$ cat src/tasdf_pkg.sv
// tasdf_pkg: shared constants, types and helper functions for the tar stream deframer
// no dependencies; used by every module of the block but tasdf_in_stage
package tasdf_pkg;

  localparam int BLOCK_BYTES      = 512;
  localparam int NAME_BYTES       = 100;
  localparam int SIZE_BITS_DEF    = 36;
  localparam int SIZE_FIELD_START = 124;
  localparam int SIZE_FIELD_LEN   = 12;
  localparam int PAX_LEN          = 10;
  localparam int OFFSET_W         = $clog2(BLOCK_BYTES);
  localparam int PAX_CNT_W        = $clog2(PAX_LEN + 1);
  localparam int FILE_SIZE_W      = 36;

  typedef enum logic [1:0] {
    MODE_HEADER,
    MODE_DATA,
    MODE_SKIP,
    MODE_ENDED
  } mode_t;

  typedef enum logic [1:0] {
    OCT_LEAD,
    OCT_DIGITS,
    OCT_TRAIL,
    OCT_DONE
  } oct_phase_t;

  typedef enum logic [2:0] {
    KIND_SKIP   = 3'd0,
    KIND_HDR    = 3'd1,
    KIND_ACCEPT = 3'd2,
    KIND_REJECT = 3'd3,
    KIND_DATA   = 3'd4,
    KIND_END    = 3'd5
  } kind_t;

  typedef struct packed {
    logic [7:0]             data;
    kind_t                  kind;
    logic                   name_valid;
    logic [FILE_SIZE_W-1:0] file_size;
    logic                   last;
  } result_t;

  function automatic logic is_ws(input logic [7:0] b);
    return b inside {8'd32, [8'd9:8'd13]};
  endfunction

  // characters of the pax header marker "PaxHeader/"
  function automatic logic [7:0] pax_char(input logic [PAX_CNT_W-1:0] idx);
    logic [7:0] c;
    case (idx)
      4'd0:    c = "P";
      4'd1:    c = "a";
      4'd2:    c = "x";
      4'd3:    c = "H";
      4'd4:    c = "e";
      4'd5:    c = "a";
      4'd6:    c = "d";
      4'd7:    c = "e";
      4'd8:    c = "r";
      4'd9:    c = "/";
      default: c = 8'h00;
    endcase
    return c;
  endfunction

endpackage

$ cat src/tasdf_in_stage.sv
// tasdf_in_stage: input register of the deframer, one byte deep
// depends on nothing; the result stage supplies the advance signal
module tasdf_in_stage (
  input  logic       clk,
  input  logic       rst_n,
  input  logic       in_valid,
  output logic       in_stall,
  input  logic [7:0] in_byte,
  input  logic       advance,
  output logic       step,
  output logic [7:0] s1_byte
);

  logic       s1_valid_r;
  logic       s1_valid_nxt;
  logic [7:0] s1_byte_r;
  logic       load;

  assign step     = s1_valid_r && advance;
  assign load     = !s1_valid_r || advance;
  assign in_stall = !load;
  assign s1_byte  = s1_byte_r;

  always_comb begin
    s1_valid_nxt = s1_valid_r;
    if (load) begin
      s1_valid_nxt = in_valid;
    end
  end

  always_ff @(posedge clk) begin
    if (!rst_n) begin
      s1_valid_r <= 1'b0;
    end else begin
      s1_valid_r <= s1_valid_nxt;
    end
  end

  always_ff @(posedge clk) begin
    if (load && in_valid) begin
      s1_byte_r <= in_byte;
    end
  end

endmodule

$ cat src/tasdf_parse.sv
// tasdf_parse: header collection, size parsing and data/skip tracking for one byte per step
// depends on tasdf_pkg
module tasdf_parse #(
  parameter int SIZE_BITS = tasdf_pkg::SIZE_BITS_DEF
) (
  input  logic                clk,
  input  logic                rst_n,
  input  logic                step,
  input  logic [7:0]          in_data,
  output tasdf_pkg::result_t  res
);

  localparam int OW = tasdf_pkg::OFFSET_W;
  localparam int PW = tasdf_pkg::PAX_CNT_W;

  tasdf_pkg::mode_t      mode_r,       mode_nxt;
  logic [OW-1:0]         offset_r,     offset_nxt;
  logic                  name_ended_r, name_ended_nxt;
  logic                  name_empty_r, name_empty_nxt;
  logic [PW-1:0]         pax_cnt_r,    pax_cnt_nxt;
  logic                  pax_found_r,  pax_found_nxt;
  logic                  all_blank_r,  all_blank_nxt;
  tasdf_pkg::oct_phase_t oct_phase_r,  oct_phase_nxt;
  logic                  oct_bad_r,    oct_bad_nxt;
  logic [SIZE_BITS-1:0]  accum_r,      accum_nxt;
  logic [SIZE_BITS-1:0]  remain_r,     remain_nxt;
  logic [OW-1:0]         pad_r,        pad_nxt;

  logic                  ws;
  logic                  digit;
  logic                  in_name;
  logic                  in_size;
  logic                  hdr_end;
  logic                  acc_ovf;
  logic [SIZE_BITS-1:0]  acc_shift;
  logic [SIZE_BITS-1:0]  size_fin;
  logic [OW-1:0]         pad_fin;
  logic [SIZE_BITS-1:0]  remain_dec;
  logic [PW-1:0]         pax_cnt_try;

  assign ws        = tasdf_pkg::is_ws(in_data);
  assign digit     = (in_data >= "0") && (in_data <= "7");
  assign in_name   = offset_r < OW'(tasdf_pkg::NAME_BYTES);
  assign in_size   = (offset_r >= OW'(tasdf_pkg::SIZE_FIELD_START)) &&
                     (offset_r < OW'(tasdf_pkg::SIZE_FIELD_START + tasdf_pkg::SIZE_FIELD_LEN));
  assign hdr_end   = offset_r == OW'(tasdf_pkg::BLOCK_BYTES - 1);
  // a shift by three saturates exactly when any of the top three bits is set
  assign acc_ovf   = accum_r[SIZE_BITS-1 -: 3] != 3'd0;
  assign acc_shift = {accum_r[SIZE_BITS-4:0], in_data[2:0]};
  assign size_fin  = (oct_bad_r || oct_phase_r == tasdf_pkg::OCT_LEAD) ? '0 : accum_r;
  // padding up to the block boundary
  assign pad_fin   = OW'(0) - size_fin[OW-1:0];
  assign remain_dec = (remain_r != '0) ? remain_r - SIZE_BITS'(1) : remain_r;
  assign pax_cnt_try = (in_data == tasdf_pkg::pax_char(pax_cnt_r)) ? pax_cnt_r + PW'(1) :
                       (in_data == "P") ? PW'(1) : PW'(0);

  always_comb begin
    mode_nxt       = mode_r;
    offset_nxt     = offset_r;
    name_ended_nxt = name_ended_r;
    name_empty_nxt = name_empty_r;
    pax_cnt_nxt    = pax_cnt_r;
    pax_found_nxt  = pax_found_r;
    all_blank_nxt  = all_blank_r;
    oct_phase_nxt  = oct_phase_r;
    oct_bad_nxt    = oct_bad_r;
    accum_nxt      = accum_r;
    remain_nxt     = remain_r;
    pad_nxt        = pad_r;

    res            = '0;
    res.data       = in_data;
    res.kind       = tasdf_pkg::KIND_SKIP;

    case (mode_r)
      tasdf_pkg::MODE_ENDED: begin
        res.kind = tasdf_pkg::KIND_END;
      end
      tasdf_pkg::MODE_DATA: begin
        res.kind   = tasdf_pkg::KIND_DATA;
        remain_nxt = remain_dec;
        if (remain_dec == '0) begin
          res.last = 1'b1;
          mode_nxt = (pad_r != '0) ? tasdf_pkg::MODE_SKIP : tasdf_pkg::MODE_HEADER;
        end
      end
      tasdf_pkg::MODE_SKIP: begin
        res.kind = tasdf_pkg::KIND_SKIP;
        if (remain_r != '0) begin
          remain_nxt = remain_dec;
        end else if (pad_r != '0) begin
          pad_nxt = pad_r - OW'(1);
        end
        if (remain_nxt == '0 && pad_nxt == '0) begin
          mode_nxt = tasdf_pkg::MODE_HEADER;
        end
      end
      default: begin
        res.kind = tasdf_pkg::KIND_HDR;
        if (!ws) begin
          all_blank_nxt = 1'b0;
        end

        if (in_name && !name_ended_r) begin
          if (in_data == 8'h00) begin
            name_ended_nxt = 1'b1;
            if (offset_r == '0) begin
              name_empty_nxt = 1'b1;
            end
          end else begin
            res.name_valid = 1'b1;
            if (!pax_found_r) begin
              if (pax_cnt_try == PW'(tasdf_pkg::PAX_LEN)) begin
                pax_found_nxt = 1'b1;
                pax_cnt_nxt   = '0;
              end else begin
                pax_cnt_nxt = pax_cnt_try;
              end
            end
          end
        end

        if (in_size) begin
          case (oct_phase_r)
            tasdf_pkg::OCT_LEAD: begin
              if (!ws) begin
                if (digit) begin
                  accum_nxt     = SIZE_BITS'(in_data[2:0]);
                  oct_phase_nxt = tasdf_pkg::OCT_DIGITS;
                end else begin
                  oct_bad_nxt   = 1'b1;
                  oct_phase_nxt = tasdf_pkg::OCT_DONE;
                end
              end
            end
            tasdf_pkg::OCT_DIGITS: begin
              if (digit) begin
                accum_nxt = acc_ovf ? '1 : acc_shift;
              end else if (ws) begin
                oct_phase_nxt = tasdf_pkg::OCT_TRAIL;
              end else if (in_data == 8'h00) begin
                oct_phase_nxt = tasdf_pkg::OCT_DONE;
              end else begin
                oct_bad_nxt   = 1'b1;
                oct_phase_nxt = tasdf_pkg::OCT_DONE;
              end
            end
            tasdf_pkg::OCT_TRAIL: begin
              if (!ws) begin
                if (in_data != 8'h00) begin
                  oct_bad_nxt = 1'b1;
                end
                oct_phase_nxt = tasdf_pkg::OCT_DONE;
              end
            end
            default: begin
            end
          endcase
        end

        if (hdr_end) begin
          res.file_size = tasdf_pkg::FILE_SIZE_W'(size_fin);
          if (all_blank_nxt) begin
            res.kind = tasdf_pkg::KIND_END;
            mode_nxt = tasdf_pkg::MODE_ENDED;
          end else if (name_empty_r) begin
            res.kind = tasdf_pkg::KIND_REJECT;
          end else if (pax_found_r) begin
            // pax extension: skip its payload and padding
            res.kind   = tasdf_pkg::KIND_REJECT;
            remain_nxt = size_fin;
            pad_nxt    = pad_fin;
            if (size_fin != '0) begin
              mode_nxt = tasdf_pkg::MODE_SKIP;
            end
          end else if (size_fin != '0) begin
            res.kind   = tasdf_pkg::KIND_ACCEPT;
            remain_nxt = size_fin;
            pad_nxt    = pad_fin;
            mode_nxt   = tasdf_pkg::MODE_DATA;
          end else begin
            res.kind = tasdf_pkg::KIND_REJECT;
          end
          offset_nxt     = '0;
          name_ended_nxt = 1'b0;
          name_empty_nxt = 1'b0;
          pax_cnt_nxt    = '0;
          pax_found_nxt  = 1'b0;
          all_blank_nxt  = 1'b1;
          oct_phase_nxt  = tasdf_pkg::OCT_LEAD;
          oct_bad_nxt    = 1'b0;
          accum_nxt      = '0;
        end else begin
          offset_nxt = offset_r + OW'(1);
        end
      end
    endcase
  end

  always_ff @(posedge clk) begin
    if (!rst_n) begin
      mode_r       <= tasdf_pkg::MODE_HEADER;
      offset_r     <= '0;
      name_ended_r <= 1'b0;
      name_empty_r <= 1'b0;
      pax_cnt_r    <= '0;
      pax_found_r  <= 1'b0;
      all_blank_r  <= 1'b1;
      oct_phase_r  <= tasdf_pkg::OCT_LEAD;
      oct_bad_r    <= 1'b0;
      accum_r      <= '0;
      remain_r     <= '0;
      pad_r        <= '0;
    end else if (step) begin
      mode_r       <= mode_nxt;
      offset_r     <= offset_nxt;
      name_ended_r <= name_ended_nxt;
      name_empty_r <= name_empty_nxt;
      pax_cnt_r    <= pax_cnt_nxt;
      pax_found_r  <= pax_found_nxt;
      all_blank_r  <= all_blank_nxt;
      oct_phase_r  <= oct_phase_nxt;
      oct_bad_r    <= oct_bad_nxt;
      accum_r      <= accum_nxt;
      remain_r     <= remain_nxt;
      pad_r        <= pad_nxt;
    end
  end

endmodule

$ cat src/tasdf_out_stage.sv
// tasdf_out_stage: result register of the deframer, holds one item against stall
// depends on tasdf_pkg
module tasdf_out_stage (
  input  logic                              clk,
  input  logic                              rst_n,
  input  logic                              step,
  input  tasdf_pkg::result_t                res,
  output logic                              advance,
  output logic                              out_valid,
  input  logic                              out_stall,
  output logic [7:0]                        out_byte,
  output logic [2:0]                        out_kind,
  output logic                              out_name_byte_valid,
  output logic [tasdf_pkg::FILE_SIZE_W-1:0] out_file_size,
  output logic                              out_last_data
);

  logic               valid_r;
  logic               valid_nxt;
  tasdf_pkg::result_t res_r;

  // room when empty or when the held item leaves this cycle
  assign advance = !valid_r || !out_stall;

  always_comb begin
    valid_nxt = valid_r;
    if (advance) begin
      valid_nxt = step;
    end
  end

  always_ff @(posedge clk) begin
    if (!rst_n) begin
      valid_r <= 1'b0;
    end else begin
      valid_r <= valid_nxt;
    end
  end

  always_ff @(posedge clk) begin
    if (step) begin
      res_r <= res;
    end
  end

  assign out_valid           = valid_r;
  assign out_byte            = res_r.data;
  assign out_kind            = res_r.kind;
  assign out_name_byte_valid = res_r.name_valid;
  assign out_file_size       = res_r.file_size;
  assign out_last_data       = res_r.last;

endmodule

$ cat src/tar_archive_stream_deframer_top.sv
// path: an accepted byte is held in the byte register, and its item then in the result register
// throughput: one byte per cycle while out_stall is low; the byte register and the result register
//   advance together, so while a result waits a new byte is taken only into an empty byte register
// reset: synchronous active-low rst_n empties both registers and returns the
//   parser to header collection at offset zero, with no clearing pass
module tar_archive_stream_deframer_top #(
  parameter int SIZE_BITS = tasdf_pkg::SIZE_BITS_DEF
) (
  input  logic                              clk,
  input  logic                              rst_n,
  input  logic                              in_valid,
  output logic                              in_stall,
  input  logic [7:0]                        in_byte,
  output logic                              out_valid,
  input  logic                              out_stall,
  output logic [7:0]                        out_byte,
  output logic [2:0]                        out_kind,
  output logic                              out_name_byte_valid,
  output logic [tasdf_pkg::FILE_SIZE_W-1:0] out_file_size,
  output logic                              out_last_data
);

  logic               advance;
  logic               step;
  logic [7:0]         s1_byte;
  tasdf_pkg::result_t res;

  tasdf_in_stage u_in (
    .clk      (clk),
    .rst_n    (rst_n),
    .in_valid (in_valid),
    .in_stall (in_stall),
    .in_byte  (in_byte),
    .advance  (advance),
    .step     (step),
    .s1_byte  (s1_byte)
  );

  tasdf_parse #(
    .SIZE_BITS (SIZE_BITS)
  ) u_parse (
    .clk     (clk),
    .rst_n   (rst_n),
    .step    (step),
    .in_data (s1_byte),
    .res     (res)
  );

  tasdf_out_stage u_out (
    .clk                 (clk),
    .rst_n               (rst_n),
    .step                (step),
    .res                 (res),
    .advance             (advance),
    .out_valid           (out_valid),
    .out_stall           (out_stall),
    .out_byte            (out_byte),
    .out_kind            (out_kind),
    .out_name_byte_valid (out_name_byte_valid),
    .out_file_size       (out_file_size),
    .out_last_data       (out_last_data)
  );

endmodule

$ cat config.mk
export PLATFORM = sky130hd
export DESIGN_NAME = tar_archive_stream_deframer_top
export DESIGN_NICKNAME = d
export VERILOG_FILES = /design/src/tasdf_pkg.sv /design/src/tasdf_in_stage.sv /design/src/tasdf_parse.sv /design/src/tasdf_out_stage.sv /design/src/tar_archive_stream_deframer_top.sv
export SDC_FILE = /design/constraint.sdc
export NUM_CORES = 1
export LEC_CHECK = 0
export BUFFER_PORTS_ARGS = -buffer_cell sky130_fd_sc_hd__buf_2
export CAP_MARGIN = 30
export CORE_MARGIN = 1.5
export CORE_UTILIZATION = 45
export DETAILED_ROUTE_END_ITERATION = 8
export PLACE_DENSITY = 0.58
export SLEW_MARGIN = 20
export SYNTH_ARGS = -nofsm -noshare
export SYNTH_HDL_FRONTEND = slang
export SYNTH_SLANG_ARGS = --single-unit
$ cat constraint.sdc
create_clock -name clk -period 6.65 [get_ports clk]
set_input_delay 1.33 -clock clk [delete_from_list [all_inputs] [get_ports clk]]
set_output_delay 1.33 -clock clk [all_outputs]
set_load 0.02 [all_outputs]
# After elaboration in Yosys (flattened, before gate mapping)
# Memories as Yosys holds them, arrays and structs flattened. A register that Yosys moved wholly into a read port is not among the register bits.
# Cells that the tools add are included.
# Widths: inputs -> output; s select.
[totals]
reg_bits = 162
mem_bits_ro = 112
out_inout_bits = 51
mem_count = 1
[memory_table]
columns = ["memory", "words", "word_bits", "read_ports", "rd_clocked_by_memory_dff", "wr", "line", "source"]
rows = [
  ["(name not given)", 16, 7, 1, 1, 0, "tasdf_pkg.sv:53", "case (idx)"],
]
[classes]
add_sub_neg = 5
magnitude_cmp = 7
n_eq_ne = 28
mux = 87
bitwise_logic = 5
reduce_logical = 53
[ops]
columns = ["cell", "count"]
rows = [
  ["$mux 36", 15],
  ["$pmux 36 s3", 1],
  ["$mux 9", 9],
  ["$logic_not 36->1", 2],
  ["$pmux 36 s2", 1],
  ["$reduce_bool 36->1", 2],
  ["$sub 36x1->36 const B", 1],
  ["$mux 4", 8],
  ["$mux 2", 15],
  ["$mux 1", 29],
  ["$ne 3x3->1 const B", 7],
  ["$reduce_and 7->1", 3],
  ["$logic_not 9->1", 2],
  ["$pmux 9 s2", 1],
  ["$mux 3", 4],
  ["$pmux 2 s3", 2],
  ["$reduce_and 6->1", 2],
  ["$reduce_bool 2->1", 6],
  ["$reduce_bool 3->1", 4],
  ["$reduce_bool 4->1", 3],
  ["$reduce_and 11->1", 1],
  ["$reduce_and 5->1", 2],
  ["$add 9x1->9 const B", 1],
  ["$eq 9x9->1 const B", 1],
  ["36 further kinds", 63],
]

# Depth between registers and ports, before layout
[logic_depth]
word_depth = 11
mapped_depth = 15
mapped_depth_nobuf = 14

# Hierarchy
# A second synthesis with hierarchy kept.
[hier_totals]
hier_cells = 1073
hier_area_um2 = 9140.0
[modules_own_cells]
columns = ["mod", "instances", "cells_each", "area_each_um2", "seq_area_each_um2"]
rows = [
  ["tasdf_parse", 1, 1007, 7339.5, 2202.1],
  ["tasdf_out_stage", 1, 53, 1506.4, 1491.4],
  ["tasdf_in_stage", 1, 13, 294.0, 260.2],
]

# Worst setup path before layout
# Ideal clock, no wire load.
[synth_path]
path_kind = "input port to flip-flop"
startpoint = "input out_stall"
endpoint = "register (tool-made name)"
arrival_ns = 3.317
setup_slack_ns = 3.274
stages = 11
path_buffers = 1
cell_sequence = "nand2_1 -> and3_1 -> clkbuf_1 -> o211ai_1 -> o21ai_0 -> and2_1 -> inv_1 -> ha_1 -> or2_2 -> mux2i_1 -> and2_1"
[synth_lines]
columns = ["element", "line", "source"]
rows = [
  ["from (decl)", "tar_archive_stream_deframer_top.sv:15", "input logic out_stall,"],
]

# Worst setup path after layout
[layout_path]
startpoint = "register u_parse.remain_r[20]"
endpoint = "register u_parse.mode_r[1]"
[layout_between]
elab_chain_len = 8
elab_cells_between_ends = 14
cone_classes = "add/sub (1); eq/ne (2); mux (5); reduce/logical (6)"
[layout_rtl]
columns = ["element", "line", "source"]
rows = [
  ["from (decl)", "tasdf_parse.sv:26", "logic [SIZE_BITS-1:0] remain_r, remain_nxt;"],
  ["from (signal assigned)", "tasdf_parse.sv:225", "remain_r <= remain_nxt;"],
  ["$sub 36x1->36 or $reduce_bool 36->1 (tied branches)", "tasdf_parse.sv:53, tasdf_parse.sv:89", ""],
  ["$mux 36", "tasdf_parse.sv:53", "assign remain_dec = (remain_r != '0) ? remain_r - SIZE_BITS'(1) : remain_r;"],
  ["$mux 36", "tasdf_parse.sv:89", "if (remain_r != '0) begin"],
  ["$mux 36", "tasdf_parse.sv:75", "case (mode_r)"],
  ["$logic_not 36->1", "tasdf_parse.sv:94", "if (remain_nxt == '0 && pad_nxt == '0) begin"],
  ["$logic_and 1x1->1", "tasdf_parse.sv:94", ""],
  ["$ne 2x1->1 (no source line)", "n/a", ""],
  ["$reduce_and 7->1 (no source line) *", "n/a", ""],
  ["to (signal assigned)", "tasdf_parse.sv:202", "mode_r <= tasdf_pkg::MODE_HEADER;"],
  ["to (signal assigned)", "tasdf_parse.sv:215", "mode_r <= mode_nxt;"],
  ["to (decl)", "tasdf_parse.sv:16", "tasdf_pkg::mode_t mode_r, mode_nxt;"],
]
# Mark *: on every way between the ends. The rest lies on a longest branch, timed or not. The select of a mux whose other input is x is not followed.
# A chain may end at the register's enable or synchronous reset.

==> out/results.ini <==
[outcome]
status = finished, final reports clean

[grt]
grt_pass1_wl_mm = 43.3
grt_pass1_vias = 7646
antenna_found_initial = 0
grt_usage = 0.254
grt_max_degree = 104
gr-total-overflow = 0

[routing]
vias = 8198
remaining_drc_errors = 0
firstDrtPassIters = 5
wl_per_cell_um = 19.6
ant_nets = 0
routed_wl_mm = 27.0
drtIter0Drc = 661
via_per_inst = 5.94

[yosys]
yosysTopAreaCell = dfxtp_1
synth-seq-cells = 169
yosysTopAreaCellShare = 0.239
yosysUniqueCellTypes = 76
synth-edff-count = 57
synth_nets = 1105
yosys_warnings = 0
syn_avg_cell_area_um2 = 8.74
async_flop_share = 0
synth_area_mm2 = 0.00940
postSynthCellCount = 1075
synthTopCellsByArea = dfxtp_1 (24%), edfxtp_1 (18%), nand2_1 (4.2%), a21boi_0 (3.6%), nor2_1 (3.4%)
yosysSeqAreaShare = 0.421
synthFlopType = dfxtp_1

[floorplan]
die_w_um = 148
start_util = 0.462
ios = 63
die_y_um = 148
die-area_mm2 = 0.0218
core_area_mm2 = 0.0204
rows = 52

[sta]
setup_violations = 0
worst_slew_pin_slew_ns = 0.968
fmax_mhz = 255
whs_ns = 0.461
timing.final.crit_share = 0.591
hold_viol = 0
final.setup_skew_ns = 0.0120
rsz0062_at_grt = false
report.final.slew_viol_count = 0
max-slew-margin-rel = 0.355
fin_crit_ns = 3.93
setup-tns-final_ns = 0

[setup_path]
crit_family = simple AND/OR/NAND/NOR gates
crit_end = u_parse.mode_r[1]
path_class = reg -> reg
critical_path.startpoint_type = flip-flop
cp.arrival_ns = 4.23
critPathLaunch = u_parse.remain_r[20]
end_kind = flip-flop
cp_cell_sequence = nor4_1 > and4_1 > and3_1 > nor4_1 > xor2_1 > or4b_1 > nor4_2 > o221ai_2 > mux2i_1
critPathBufInv = 0
worstPathRequired_ns = 6.96
crit_cells = 9
cp_common_cell = nor4_1
slowest_delay_ns = 0.78
r2r_cells = 9
slowest_stage = nor4_1
reg2reg_slack_ns = 2.72
r2r_start = u_parse.remain_r[20]
timing.rr.end = u_parse.mode_r[1]
critPathMaxFanout = 21

[clock_network]
insertion_delay_ns = 0.44
cts-buffers-inserted = 17
cts_max_level = 4
cts_setup_buffers = 0
cts.sinks = 169
hold_buffers = 0
cts_resized = 0
cts_root_buffer = clkbuf_16
cts_buffer_depth = 2
cts_tree = done
clkTransAtPathRegs_ns = 0.07

[min_path]
hp-class = reg -> reg
hold_depth = 2

[place]
dpl-instance-area_mm2 = 0.00988
hpwl_mm = 18.8
port-buffer-count = 62
place.gp.congestion = 0.979

[pwr]
total_power_mw = 2.19
ir_drop_uv = 162
p_leak_nw = 3.99
p_per_area_mw_per_mm2 = 209

[flow_run]
drv_cap = 0

[final_layout]
layout-drive-gt1-share = 0.126
antenna_cells = 0
nets = 1126
fill_cells = 1929
final_core_util = 0.515
areaGrowthSynthToFinish_pct = 11.6
final_area_mm2 = 0.0105

==> cell usage after synthesis, drive strengths merged, types with 3 or more instances <==
master and count:
or2 7, xnor2 9, o22ai 6, o41ai 3, or4b 3, mux2 3
edfxtp 57, nor2 85, nor4b 3, nand2b 8, or4 17, and4 3
buf 16, a31oi 7, clkbuf 59, a221oi 13, a22oi 7, o21a 10
or3 13, a211o 4, and2 48, nand3 20, nor3 36, inv 25
xor2 25, o211ai 41, o211a 9, nor4 38, nand4 22, ha 18
o21ai 57, nand2 104, o31ai 7, nand3b 3, mux2i 7, nor3b 15
and3 10, a21boi 45, nor2b 23, dfxtp 112, a21oi 50
==> worst min-delay path by stage <==
stage,start,to,slack [ns]
2_1_floorplan,u_parse.oct_bad_r,u_parse.oct_bad_r,0.43
3_3_place_gp,u_parse.oct_bad_r,u_parse.oct_bad_r,0.45
3_5_place_dp,u_parse.oct_bad_r,u_parse.oct_bad_r,0.45
4_1_cts,u_parse.oct_bad_r,u_parse.oct_bad_r,0.46
5_1_grt,u_parse.oct_bad_r,u_parse.oct_bad_r,0.49
6_report,u_parse.oct_bad_r,u_parse.oct_bad_r,0.46
==> layout make-up <==
cell class,count,area [um2],area share
clock buffers,17,425,0.0406
inverters,26,97.6,0.00931
repair buffers,77,430,0.0410
multi-input cells,805,5070,0.483
flip-flops and latches,169,3950,0.377
clock inverters,15,173,0.0165
well taps,270,338,0.0322
==> sequential cells by signal, indices dropped and copies added, names as in the netlist, 2 cells and up, named ones only <==
register             flops
u_out.out_file_size     36
u_parse.accum_r         36
u_parse.remain_r        36
u_parse.offset_r         9
u_parse.pad_r            9
u_in.s1_byte             8
u_out.out_byte           8
u_parse.pax_cnt_r        4
u_out.out_kind           3
u_parse.mode_r           2
u_parse.oct_phase_r      2
==> worst reg2reg max path: stages (launching register included) <==
cell and delay, ns:
dfxtp_1 0.39, nor4_1 0.79, and4_1 0.39, and3_1 0.74
nor4_1 0.13, xor2_1 0.21, or4b_1 0.59, nor4_2 0.26
o221ai_2 0.15, mux2i_1 0.15
==> cells in the final DEF, fill, tap and decap left out, types with 25 or more instances in the layout <==
cell type / synthesis / final
a21boi_0: 45 / 45
a21oi_1: 50 / 50
and2_1: 48 / 48
buf_2: 6 / 63
dfxtp_1: 112 / 112
edfxtp_1: 57 / 57
nand2_1: 104 / 104
nor2_1: 85 / 84
nor3_1: 35 / 35
nor4_1: 33 / 33
o211ai_1: 41 / 41
o21ai_0: 51 / 50
xor2_1: 25 / 25
==> through the flow <==
stage | setup WS, ns | cells
4_1_cts | 2.61 | 1377
5_1_grt | 2.46 | 1379
3_3_place_gp | 2.60 | 1344
6_report | 2.72 | 1379
2_1_floorplan | 3.27 | 1075
3_5_place_dp | 2.53 | 1345
==> layer usage <==
| metal | share of wire | wire (um) | vias up | track usage |
|---|---|---|---|---|
| met2 | 0.48 | 12900 | 227 | 0.419 |
| li1 | - | - | 4009 | - |
| met4 | 0.028 | 770 | 0 | 0.0890 |
| met5 | 0 | 0 | - | 0 |
| met3 | 0.036 | 981 | 51 | 0.0389 |
| met1 | 0.46 | 12400 | 3911 | 0.338 |
==> kinds of logic after synthesis <==
kind of cell | after synthesis | share of synthesized area
flops | 169 | 0.421
xor+xnor | 34 | 0.0317
mux | 10 | 0.0110
fa+ha+maj | 19 | 0.0250
simple gates | 462 | 0.267
buf+inv | 101 | 0.0419
compound gates | 280 | 0.203
==> report_power, final <==
group | total [mW] | internal, mW | switching [mW]
clock network | 1.02 | 0.537 | 0.481
logic | 0.0778 | 0.0265 | 0.0513
registers | 1.10 | 1.08 | 0.0112
(Power assumes the default switching activity.)
